## config.mk

```make
export PLATFORM = sky130hd
export DESIGN_NAME = tga_rle_pixel_decoder
export DESIGN_NICKNAME = d
export VERILOG_FILES = /design/src/design/trpd_pkg.sv /design/src/design/trpd_decoder.sv /design/src/design/trpd_addr.sv /design/src/design/tga_rle_pixel_decoder.sv
export SDC_FILE = /design/constraint.sdc
export NUM_CORES = 2
export LEC_CHECK = 0
export BUFFER_PORTS_ARGS = -buffer_cell sky130_fd_sc_hd__buf_2
export CELL_PAD_IN_SITES_DETAIL_PLACEMENT = 1
export CELL_PAD_IN_SITES_GLOBAL_PLACEMENT = 1
export CORE_MARGIN = 2
export CORE_UTILIZATION = 50
export CTS_CLUSTER_SIZE = 40
export DETAILED_ROUTE_END_ITERATION = 8
export HOLD_SLACK_MARGIN = 0.15
export MAX_ROUTING_LAYER = met4
export PLACE_DENSITY = 0.91
export SLEW_MARGIN = 15
export SYNTH_ARGS = -nofsm -noshare
export SYNTH_HDL_FRONTEND = slang
export SYNTH_HIERARCHICAL = 1
export SYNTH_SLANG_ARGS = --single-unit
```

## constraint.sdc

```tcl
create_clock -name aclk -period 13.1 [get_ports aclk]
set_clock_uncertainty 0.1 [all_clocks]
set_input_delay 1.31 -clock aclk [delete_from_list [all_inputs] [get_ports aclk]]
set_output_delay 1.31 -clock aclk [all_outputs]
set_load 0.02 [all_outputs]
```

## src/design/trpd_pkg.sv

```systemverilog
package trpd_pkg;

    // Register map, index = paddr[4:2]
    localparam logic [2:0] REG_IMAGE_WIDTH   = 3'd0;
    localparam logic [2:0] REG_IMAGE_HEIGHT  = 3'd1;
    localparam logic [2:0] REG_SRC_BYTES     = 3'd2;
    localparam logic [2:0] REG_DST_BYTES     = 3'd3;
    localparam logic [2:0] REG_RLE_ENABLED   = 3'd4;
    localparam logic [2:0] REG_TOP_ORIGIN    = 3'd5;
    localparam logic [2:0] REG_RIGHT_ORIGIN  = 3'd6;
    localparam logic [2:0] REG_PALETTE_SKIP  = 3'd7;

    localparam logic [7:0] RLE_REPEAT_BIT = 8'h80;
    localparam logic [7:0] RLE_LEN_MASK   = 8'h7f;

    typedef struct packed {
        logic [15:0] image_width;
        logic [15:0] image_height;
        logic [2:0]  src_pixel_bytes;
        logic [2:0]  dst_pixel_bytes;
        logic        rle_enabled;
        logic        top_origin;
        logic        right_origin;
        logic [17:0] palette_skip_bytes;
    } trpd_cfg_t;

    // One decoded write, before address generation
    typedef struct packed {
        logic        err;
        logic        last;
        logic [15:0] row;
        logic [15:0] column;
        logic [31:0] value;
        logic [7:0]  count;
    } trpd_event_t;

    // One finished result beat
    typedef struct packed {
        logic [33:0] byte_address;
        logic [31:0] pixel_value;
        logic [7:0]  repeat_count;
        logic        status;
        logic        last;
    } trpd_result_t;

    // 0 acts as 1, above 4 acts as 4
    function automatic logic [2:0] clamp_bytes(input logic [2:0] b);
        logic [2:0] r;
        r = b;
        if (b == 3'd0) begin
            r = 3'd1;
        end else if (b > 3'd4) begin
            r = 3'd4;
        end
        return r;
    endfunction

endpackage

```

## src/design/trpd_decoder.sv

```systemverilog
module trpd_decoder (
    input  logic                 aclk,
    input  logic                 aresetn,
    input  logic                 en,
    input  logic                 in_valid,
    input  logic [7:0]           in_byte,
    input  logic                 in_frame_start,
    input  trpd_pkg::trpd_cfg_t  cfg,
    output logic                 ev_valid,
    output trpd_pkg::trpd_event_t ev
);
    import trpd_pkg::*;

    typedef enum logic [2:0] {
        PH_IDLE,
        PH_SKIP,
        PH_HEADER,
        PH_PIXEL,
        PH_DONE
    } phase_t;

    // input stage
    logic        in_valid_reg;
    logic [7:0]  byte_reg;
    logic        fs_reg;

    phase_t      phase_reg, phase_next;
    logic [17:0] skip_reg, skip_next;
    logic [1:0]  bidx_reg, bidx_next;
    logic [31:0] accum_reg, accum_next;
    logic [7:0]  run_reg, run_next;
    logic        rep_reg, rep_next;
    logic [15:0] col_reg, col_next;
    logic [15:0] row_reg, row_next;

    logic        ev_valid_reg, ev_valid_next;
    trpd_event_t ev_reg, ev_next;

    phase_t      data_phase;
    logic [7:0]  pkt_len;
    logic [16:0] col_sum;
    logic [2:0]  sb;
    logic [2:0]  keep;
    logic [7:0]  count;
    logic [31:0] value;

    assign data_phase = cfg.rle_enabled ? PH_HEADER : PH_PIXEL;
    assign sb         = clamp_bytes(cfg.src_pixel_bytes);

    always_comb begin
        phase_next    = phase_reg;
        skip_next     = skip_reg;
        bidx_next     = bidx_reg;
        accum_next    = accum_reg;
        run_next      = run_reg;
        rep_next      = rep_reg;
        col_next      = col_reg;
        row_next      = row_reg;
        ev_valid_next = 1'b0;
        ev_next       = '0;
        pkt_len       = 8'd0;
        col_sum       = 17'd0;
        keep          = 3'd1;
        count         = 8'd1;
        value         = 32'd0;

        if (in_valid_reg) begin
            if (fs_reg) begin
                col_next   = 16'd0;
                row_next   = 16'd0;
                bidx_next  = 2'd0;
                accum_next = 32'd0;
                run_next   = 8'd0;
                rep_next   = 1'b0;
                skip_next  = cfg.palette_skip_bytes;
                if (cfg.image_width == 16'd0 || cfg.image_height == 16'd0) begin
                    phase_next = PH_DONE;
                end else if (cfg.palette_skip_bytes != 18'd0) begin
                    phase_next = PH_SKIP;
                end else begin
                    phase_next = data_phase;
                end
            end

            case (phase_next)
                PH_SKIP: begin
                    skip_next = skip_next - 18'd1;
                    if (skip_next == 18'd0) begin
                        phase_next = data_phase;
                    end
                end
                PH_HEADER: begin
                    pkt_len = (byte_reg & RLE_LEN_MASK) + 8'd1;
                    col_sum = {1'b0, col_next} + {9'd0, pkt_len};
                    if (col_sum > {1'b0, cfg.image_width}) begin
                        // run passes the row end: corrupt, halt
                        ev_valid_next = 1'b1;
                        ev_next.err   = 1'b1;
                        ev_next.last  = 1'b1;
                        phase_next    = PH_DONE;
                    end else begin
                        run_next   = pkt_len;
                        rep_next   = (byte_reg & RLE_REPEAT_BIT) != 8'd0;
                        bidx_next  = 2'd0;
                        accum_next = 32'd0;
                        phase_next = PH_PIXEL;
                    end
                end
                PH_PIXEL: begin
                    accum_next[{bidx_next, 3'b000} +: 8] = byte_reg;
                    bidx_next = bidx_next + 2'd1;
                    if ({bidx_next == 2'd0, bidx_next} == sb) begin
                        keep = clamp_bytes(cfg.dst_pixel_bytes);
                        if (sb < keep) begin
                            keep = sb;
                        end
                        case (keep)
                            3'd1:    value = {24'd0, accum_next[7:0]};
                            3'd2:    value = {16'd0, accum_next[15:0]};
                            3'd3:    value = {8'd0, accum_next[23:0]};
                            default: value = accum_next;
                        endcase
                        count = (cfg.rle_enabled && rep_next) ? run_next : 8'd1;
                        if (count == 8'd0) begin
                            count = 8'd1;
                        end

                        ev_valid_next  = 1'b1;
                        ev_next.row    = row_next;
                        ev_next.column = col_next;
                        ev_next.value  = value;
                        ev_next.count  = count;

                        bidx_next  = 2'd0;
                        accum_next = 32'd0;
                        if (cfg.rle_enabled) begin
                            run_next = (run_next >= count) ? run_next - count : 8'd0;
                            if (run_next == 8'd0) begin
                                phase_next = PH_HEADER;
                            end
                        end
                        col_sum = {1'b0, col_next} + {9'd0, count};
                        if (col_sum >= {1'b0, cfg.image_width}) begin
                            col_next = 16'd0;
                            row_next = row_next + 16'd1;
                            if (row_next == 16'd0 || row_next >= cfg.image_height) begin
                                ev_next.last = 1'b1;
                                phase_next   = PH_DONE;
                            end
                        end else begin
                            col_next = col_sum[15:0];
                        end
                    end
                end
                default: ;
            endcase
        end
    end

    always_ff @(posedge aclk) begin
        if (!aresetn) begin
            in_valid_reg <= 1'b0;
            phase_reg    <= PH_IDLE;
            skip_reg     <= 18'd0;
            bidx_reg     <= 2'd0;
            accum_reg    <= 32'd0;
            run_reg      <= 8'd0;
            rep_reg      <= 1'b0;
            col_reg      <= 16'd0;
            row_reg      <= 16'd0;
            ev_valid_reg <= 1'b0;
        end else if (en) begin
            in_valid_reg <= in_valid;
            byte_reg     <= in_byte;
            fs_reg       <= in_frame_start;
            phase_reg    <= phase_next;
            skip_reg     <= skip_next;
            bidx_reg     <= bidx_next;
            accum_reg    <= accum_next;
            run_reg      <= run_next;
            rep_reg      <= rep_next;
            col_reg      <= col_next;
            row_reg      <= row_next;
            ev_valid_reg <= ev_valid_next;
            ev_reg       <= ev_next;
        end
    end

    assign ev_valid = ev_valid_reg;
    assign ev       = ev_reg;

endmodule

```

## src/design/trpd_addr.sv

```systemverilog
module trpd_addr (
    input  logic                  aclk,
    input  logic                  aresetn,
    input  logic                  en,
    input  logic                  ev_valid,
    input  trpd_pkg::trpd_event_t ev,
    input  trpd_pkg::trpd_cfg_t   cfg,
    output logic                  res_valid,
    output trpd_pkg::trpd_result_t res
);
    import trpd_pkg::*;

    // 32-bit flips: a row or column past the image edge wraps as unsigned
    logic [31:0] drow;
    logic [31:0] dcol;

    logic        valid_reg;
    trpd_event_t ev_reg;
    logic [33:0] prod_reg;
    logic [31:0] dcol_reg;

    logic [33:0] lin;
    logic [33:0] addr;

    assign drow = cfg.top_origin ? {16'd0, ev.row}
                                 : {16'd0, cfg.image_height} - 32'd1 - {16'd0, ev.row};
    assign dcol = cfg.right_origin ? {16'd0, cfg.image_width} - 32'd1 - {16'd0, ev.column}
                                   : {16'd0, ev.column};

    // stage: row * width, kept to the 34 address bits
    always_ff @(posedge aclk) begin
        if (!aresetn) begin
            valid_reg <= 1'b0;
        end else if (en) begin
            valid_reg <= ev_valid;
            ev_reg    <= ev;
            prod_reg  <= 34'(drow * {16'd0, cfg.image_width});
            dcol_reg  <= dcol;
        end
    end

    // pixel index times 1..4 bytes: shift/add only
    assign lin = prod_reg + {2'd0, dcol_reg};

    always_comb begin
        case (clamp_bytes(cfg.dst_pixel_bytes))
            3'd1:    addr = lin;
            3'd2:    addr = {lin[32:0], 1'b0};
            3'd3:    addr = lin + {lin[32:0], 1'b0};
            default: addr = {lin[31:0], 2'b00};
        endcase
        res.byte_address = ev_reg.err ? 34'd0 : addr;
        res.pixel_value  = ev_reg.value;
        res.repeat_count = ev_reg.count;
        res.status       = ev_reg.err;
        res.last         = ev_reg.last;
    end

    assign res_valid = valid_reg;

endmodule

```

## src/design/tga_rle_pixel_decoder.sv

```systemverilog
// TGA run-length pixel decoder.
// Input channel (s_*): one beat per byte of the image data stream that
// follows the file header. s_frame_start marks the first byte of an image;
// decoding restarts there. Palette bytes are dropped, then RLE packets (or
// plain pixels with RLE off) are decoded into destination writes.
// Output channel (m_*): one beat per pixel, or per whole repeat run, giving
// the destination byte address (top/right origin applied), the pixel value
// trimmed to the destination size, and the number of pixels it covers.
// A run that crosses a row end gives one beat with status 1 and last 1, and
// the block then ignores bytes until the next frame start.
// Throughput: one byte per cycle while the output is not stalled. A result
// is registered through the input reg, decode reg, row*width multiply reg
// and output reg after the byte that completes it is accepted.
// Back-pressure: all four stages advance together; when m_valid is high and
// m_ready low, the pipe holds and s_ready drops in the same cycle.
// Reset (aresetn low, synchronous): pipe emptied, decoder back to idle,
// registers to their defaults. Bytes before the first frame start are dropped.
// Registers: APB, word per register at 4*index; write only while idle.
module tga_rle_pixel_decoder (
    input  logic        aclk,
    input  logic        aresetn,

    input  logic        s_valid,
    output logic        s_ready,
    input  logic [7:0]  s_data_byte,
    input  logic        s_frame_start,

    output logic        m_valid,
    input  logic        m_ready,
    output logic [33:0] m_byte_address,
    output logic [31:0] m_pixel_value,
    output logic [7:0]  m_repeat_count,
    output logic        m_status,
    output logic        m_last,

    input  logic        psel,
    input  logic        penable,
    input  logic        pwrite,
    input  logic [4:0]  paddr,
    input  logic [31:0] pwdata,
    output logic [31:0] prdata,
    output logic        pready
);
    import trpd_pkg::*;

    trpd_cfg_t    cfg_reg;
    logic         en;
    logic         cfg_wr;

    logic         ev_valid;
    trpd_event_t  ev;
    logic         res_valid;
    trpd_result_t res;

    logic         m_valid_reg;
    trpd_result_t res_reg;

    // whole pipe moves when the output slot is free or being drained
    assign en      = !m_valid_reg || m_ready;
    assign s_ready = en;

    // ---------------- configuration ----------------
    assign pready = 1'b1;
    assign cfg_wr = psel && penable && pwrite;

    always_ff @(posedge aclk) begin
        if (!aresetn) begin
            cfg_reg.image_width        <= 16'd0;
            cfg_reg.image_height       <= 16'd0;
            cfg_reg.src_pixel_bytes    <= 3'd3;
            cfg_reg.dst_pixel_bytes    <= 3'd4;
            cfg_reg.rle_enabled        <= 1'b1;
            cfg_reg.top_origin         <= 1'b0;
            cfg_reg.right_origin       <= 1'b0;
            cfg_reg.palette_skip_bytes <= 18'd0;
        end else if (cfg_wr) begin
            case (paddr[4:2])
                REG_IMAGE_WIDTH:  cfg_reg.image_width        <= pwdata[15:0];
                REG_IMAGE_HEIGHT: cfg_reg.image_height       <= pwdata[15:0];
                REG_SRC_BYTES:    cfg_reg.src_pixel_bytes    <= pwdata[2:0];
                REG_DST_BYTES:    cfg_reg.dst_pixel_bytes    <= pwdata[2:0];
                REG_RLE_ENABLED:  cfg_reg.rle_enabled        <= pwdata[0];
                REG_TOP_ORIGIN:   cfg_reg.top_origin         <= pwdata[0];
                REG_RIGHT_ORIGIN: cfg_reg.right_origin       <= pwdata[0];
                REG_PALETTE_SKIP: cfg_reg.palette_skip_bytes <= pwdata[17:0];
                default: ;
            endcase
        end
    end

    always_comb begin
        case (paddr[4:2])
            REG_IMAGE_WIDTH:  prdata = {16'd0, cfg_reg.image_width};
            REG_IMAGE_HEIGHT: prdata = {16'd0, cfg_reg.image_height};
            REG_SRC_BYTES:    prdata = {29'd0, cfg_reg.src_pixel_bytes};
            REG_DST_BYTES:    prdata = {29'd0, cfg_reg.dst_pixel_bytes};
            REG_RLE_ENABLED:  prdata = {31'd0, cfg_reg.rle_enabled};
            REG_TOP_ORIGIN:   prdata = {31'd0, cfg_reg.top_origin};
            REG_RIGHT_ORIGIN: prdata = {31'd0, cfg_reg.right_origin};
            REG_PALETTE_SKIP: prdata = {14'd0, cfg_reg.palette_skip_bytes};
            default:          prdata = 32'd0;
        endcase
    end

    // ---------------- datapath ----------------
    // input reg + packet/pixel state machine -> event reg
    trpd_decoder u_decoder (
        .aclk           (aclk),
        .aresetn        (aresetn),
        .en             (en),
        .in_valid       (s_valid),
        .in_byte        (s_data_byte),
        .in_frame_start (s_frame_start),
        .cfg            (cfg_reg),
        .ev_valid       (ev_valid),
        .ev             (ev)
    );

    // origin flip, row*width reg, then scale by destination pixel bytes
    trpd_addr u_addr (
        .aclk      (aclk),
        .aresetn   (aresetn),
        .en        (en),
        .ev_valid  (ev_valid),
        .ev        (ev),
        .cfg       (cfg_reg),
        .res_valid (res_valid),
        .res       (res)
    );

    // output register
    always_ff @(posedge aclk) begin
        if (!aresetn) begin
            m_valid_reg <= 1'b0;
        end else if (en) begin
            m_valid_reg <= res_valid;
            res_reg     <= res;
        end
    end

    assign m_valid        = m_valid_reg;
    assign m_byte_address = res_reg.byte_address;
    assign m_pixel_value  = res_reg.pixel_value;
    assign m_repeat_count = res_reg.repeat_count;
    assign m_status       = res_reg.status;
    assign m_last         = res_reg.last;

endmodule

```

After elaboration in Yosys (flattened, before gate mapping)
Index checks and enable logic that the tools add are counted.
{"block": "classes", "n_addsub": 14, "n_mul": 1, "n_lt_le_gt_ge": 7, "eq_ne": 17, "n_shift": 2, "n_mux": 78, "reduce_logical": 30}
{"op": "case mux 32 bit (8 select lines)", "n": 1}
{"op": "2-to-1 mux 16 bit", "n": 11}
{"op": "2-to-1 mux 32 bit", "n": 5}
{"op": "case mux 34 bit (3 select lines)", "n": 1}
{"op": "case mux 32 bit (3 select lines)", "n": 1}
{"op": "2-to-1 mux 8 bit", "n": 11}
{"op": "2-to-1 mux 73 bit", "n": 1}
{"op": "2-to-1 mux 3 bit", "n": 22}
{"op": "case mux 32 bit (2 select lines)", "n": 1}
{"op": "subtractor 32 x 16 -> 32 bit", "n": 2}
{"op": "2-to-1 mux 18 bit", "n": 3}
{"op": "logical NOT 16 bit", "n": 3}
{"op": "adder 16 x 8 -> 17 bit", "n": 2}
{"op": "adder 34 x 32 -> 34 bit", "n": 1}
{"op": "adder 34 bit", "n": 1}
{"op": "multiplier 32 x 16 -> 34 bit", "n": 1}
{"op": "subtractor 16 x 1 -> 17 bit (second input constant)", "n": 2}
{"op": "bitwise mux 32 bit", "n": 1}
{"op": "variable shift 8 x 7 -> 32 bit (first input constant)", "n": 1}
{"op": "indexed part select 8 x 7 -> 32 bit", "n": 1}
{"op": "== test 3 x 2 -> 1 bit (second input constant)", "n": 8}
{"op": "AND reduction 2 bit", "n": 11}
{"op": "logical NOT 18 bit", "n": 1}
{"op": "nonzero test 18 bit", "n": 1}
{"op": "28 further kinds", "n": 56}
{"block": "word_totals", "register_bits": 426, "in_bits": 53}

Logic depth before layout (Yosys ltp)
{"block": "depth", "depth_word": 18, "depth_mapped": 37, "depth_no_buf": 36}

By module
Netlist, hierarchy kept.
{"mod": "trpd_addr", "instances": 1, "cells_per_inst": 2485, "area_each_um2": 21299.2, "seq_area_each_um2": 2842.7}
{"mod": "trpd_decoder", "instances": 1, "cells_per_inst": 1415, "area_each_um2": 12523.3, "seq_area_each_um2": 4454.3}
{"mod": "tga_rle_pixel_decoder", "instances": 1, "cells_per_inst": 383, "area_each_um2": 5132.4, "seq_area_each_um2": 3483.3}

Worst setup path after synthesis
Ideal clock, no wire load.
{"block": "synth_path", "path_type": "register to register", "start": "register cfg_reg[32] in the netlist's numbering", "end": "register u_addr.prod_reg[33] (data pin)", "arrival_ps": 8705, "t_required_ps": 12734, "setup_slack_ps": 4029, "path_stages_with_launch": 32, "period_less_slack_ps": 9071, "path_cell_list": "dfxtp_1 > or4_1 > nor4_1 > nand2_1 > nor3_1 > xor2_1 > ha_1 > or2_2 > clkbuf_1 > a2bb2oi_1 > clkbuf_1 > a21boi_0 > fa_1 > fa_1 > clkbuf_1 > xor2_1 > xnor2_1 > fa_1 > fa_1 > inv_1 > fa_1 > inv_1 > ha_1 > nand2_1 > nor3_1 > a21oi_1 > o21ai_0 > nor3_1 > a211o_1 > a31oi_1 > and4_1 > nor3_1"}
{"block": "synth_via", "elab_chain_cells": 4}
{"item": "start: declaration", "line_no": "tga_rle_pixel_decoder.sv:46", "source": "trpd_cfg_t cfg_reg;"}
{"item": "subtractor 16 x 1 -> 17 bit", "line_no": "trpd_addr.sv:26", "source": ": {16'd0, cfg.image_height} - 32'd1 - {16'd0, ev.row};"}
{"item": "subtractor 32 x 16 -> 32 bit", "line_no": "trpd_addr.sv:26"}
{"item": "2-to-1 mux 32 bit", "line_no": "trpd_addr.sv:25", "source": "assign drow = cfg.top_origin ? {16'd0, ev.row}"}
{"item": "multiplier 32 x 16 -> 34 bit", "line_no": "trpd_addr.sv:37", "source": "prod_reg <= 34'(drow * {16'd0, cfg.image_width});"}
{"item": "end signal: assignment", "line_no": "trpd_addr.sv:37"}
{"item": "end: declaration", "line_no": "trpd_addr.sv:19", "source": "logic [33:0] prod_reg;"}
No other way between the ends.
A chain may end at the register's enable or synchronous reset.

Final worst setup path
{"block": "layout_path", "start": "register cfg_reg[31] in the netlist's numbering", "end": "register u_addr.prod_reg[33] (data pin)"}
The elaborated chain is that of the path after synthesis.

==> flow_summary.toml <==
[worst_hold_path]
min_path_cells = 0
hold_path.class = "reg -> reg"

[layout]
fin_nets = 4877
post-route-util_pct = 54.3
finish.instance_area_um2 = 42000
areaGrowthSynthToFinish_pct = 7.72
drive_above_1_share_pct = 8.57
largest_reg_flops = 74
stdcell_count = 5360

[setup_path]
crit_fanout = 14
crit_type = "reg -> reg"
reg2reg_from = "cfg_reg[31]"
start_kind = "flip-flop"
crit_slowest_cell = "fa_1"
endpoint = "u_addr/prod_reg[33]"
cpMostUsedCell = "fa_1"
crit_cells = 28
r2r_cells = 28
crit_buf_inv = 2
slowest_delay_ps = 810
end_kind = "flip-flop"
cp.arrival_ps = 11070
r2r_slack_ps = 2250
rr_endpoint = "u_addr/prod_reg[33]"
crit_start = "cfg_reg[31]"
path_delay_family = "adder cells"
cp_data_required_time_ps = 13320

[synthesis]
ys_ff_latch = 412
yosysTopAreaCell = "edfxtp_1"
synth_edf_count = 253
yosysUniqueCellTypes = 116
seq_area_frac_synth_pct = 27.7
synthArstFlopShare_pct = 0
ys_dominant_reg_cell = "edfxtp_1"
netlist_area_um2 = 39000
synth_cells = 4283
syn-mean-instance-area_um2 = 9.10
synth_warnings = 6
synth_top_cells_by_area = "edfxtp_1 (20%), fa_1 (15%), dfxtp_1 (8.2%)"
synth_top_area_share_pct = 19.5

[drt]
post-route-drc-count = 0
drt-total-wl_mm = 138
postRouteAntennaNets = 0
avgViaCountPerCell = 6.53
routed-via-count = 35022
drt_iter0_markers = 3459
drt_first_pass_iters = 6
wl_per_cell_um = 25.8

[power]
clockPowerShare_pct = 35.8
p_per_area_nw_per_um2 = 93.0
combinationalPowerShare_pct = 26.6
leakagePower_nw = 18.1
switching_share_pct = 33.6
power_frac_seq_pct = 37.6
p_switching_mw = 1.31
ir_drop_mv = 0.0971
p_int_mw = 2.59

[placed_design]
hpwl_mm = 97.9
io_buffers = 132
dp.cells = 5270
place_area_um2 = 40300
finalWeightedCongestion = 0.921

[floorplanning]
ios = 164
dieArea_um2 = 80200
core_area_um2 = 77300
die_y_um = 283
die_w_um = 283
num_rows = 102
initial_utilization_pct = 50.4

[clock_network]
h-tree-depth = 2
cts_max_path_buffers = 3
tritoncts = "yes"
cts_hold_buffers = 0
numCtsBuffers = 48
path_clk_slew_ps = 60
cts_resized = 0
cts.sink_count = 412
root_buffer = "clkbuf_16"
clkLatencyLatePin_ps = 610
postCtsSetupBuffers = 0

[timing]
timing.final.crit_share_pct = 82.8
clock.fmax_mhz = 92.2
setup_violations = 0
fin_crit_ps = 10850
slew_headroom_pct = 20.3
finalSetupTns_ps = 0
hold_viol = 0
rsz0062_at_grt = "no"
report.final.slew_viol_count = 0
worst_pin_slew_ps = 1190

[global_route]
grt_start_max_net_pins = 93
grt_pass1_vias = 37651
track_usage_pct = 34.7
grt_pass1_wl_mm = 214
overflow = 0
antenna_found_initial = 2

[flow_run]
maxCapViolCount = 0

[outcome]
status = "finished clean"
==> power groups by stage <==
stage               Sequential [mW]  Combinational, mW  Clock, mW
floorplan                      1.50              0.712          0
global placement               1.49              0.955          0
detailed placement             1.49               1.00          0
CTS                            1.47               1.01       1.41
global route                   1.47               1.12       1.46
finish                         1.47               1.04       1.40
==> layout by cell type, fill, tap and decap left out, types with 53 or more instances in the layout <==
cell type and n:
xnor2_1 109, nor3_1 80, xor2_1 81, nor2_1 243
nand3_1 104, nand2_1 406, o21ai_0 167, dfxtp_1 155
ha_1 252, and3_1 104, a21oi_1 197, fa_1 292
mux2i_1 99, a21o_1 70, edfxtp_1 253, buf_2 131
and2_1 115, inv_1 491, a22oi_1 53
==> worst min path at each step <==
| stage | startpoint | end | slack, ps |
|---|---|---|---|
| 2_1_floorplan | u_addr/res[0] | m_last | 300 |
| 3_3_place_gp | u_decoder/ev[1] | u_addr/res[3] | 300 |
| 3_5_place_dp | u_decoder/ev[1] | u_addr/res[3] | 310 |
| 4_1_cts | u_decoder/ev[36] | u_addr/res[38] | 320 |
| 5_1_grt | u_decoder/ev[28] | u_addr/res[30] | 330 |
| 6_report | u_decoder/ev[35] | u_addr/res[37] | 320 |
==> cell usage after synthesis, types with 20 or more instances <==
library cell	instances
a221o_1	32
buf_4	20
o21bai_1	21
and2_1	118
or3_1	24
a21o_1	70
edfxtp_1	253
ha_1	252
nor2_1	243
o21ai_0	173
dfxtp_1	159
a32o_1	33
nand4_1	35
fa_1	292
a211oi_1	42
a22oi_1	53
a21oi_1	198
o31ai_1	29
nand3_1	104
nor2b_1	36
a31oi_1	31
o211ai_1	32
buf_2	23
xor2_1	81
nand2b_1	22
xnor2_1	109
clkbuf_1	187
o21ai_1	25
and3_1	105
o21a_1	27
nor3_1	80
inv_1	492
nor4_1	32
nand2_1	407
mux2i_1	100
==> metrics by stage <==
stage	hold WS [ps]	power, mW	setup slack (ps)
2_1_floorplan	300	2.21	4030
4_1_cts	319	3.90	2480
5_1_grt	325	4.05	1750
3_3_place_gp	301	2.44	2900
3_5_place_dp	306	2.49	2550
6_report	320	3.90	2250
==> cells by family after synthesis <==
group	synth area share (%)
other	0.0193
adder cells (fa/ha/maj)	23.1
XOR/XNOR	4.36
flip-flops	27.7
AO/OA/AOI/OAI	17.6
multiplexers	3.10
AND/OR/NAND/NOR	16.5
buffers and inverters	7.58
==> metal layers <==
layer	share of wire (%)	vias up	GRT usage, %
met5	0	-	-
met4	7.1	0	22.0
met3	7.3	641	5.60
met2	49	1901	58.1
met1	37	17464	38.6
li1	-	15016	-
==> worst register-to-register path: cells and delay by family, from the launching register on <==
family	cells	cell delay [ps]
AO/OA/AOI/OAI	7	2400
flip-flops	1	410
AND/OR/NAND/NOR	9	2780
XOR/XNOR	3	940
buffers and inverters	2	130
adder cells (fa/ha/maj)	7	3810
==> area by class of cell <==
type / instances / area [um^2]
multi-input cells: 3140 / 25400
fillers: 8917 / 35400
repair buffers: 181 / 1030
well taps: 1040 / 1300
inverters: 497 / 1870
diodes: 1 / 2.50
flip-flops and latches: 412 / 10800
clock buffers: 60 / 1310
clock inverters: 29 / 305
Note: power is estimated with default switching activity, not from simulation.
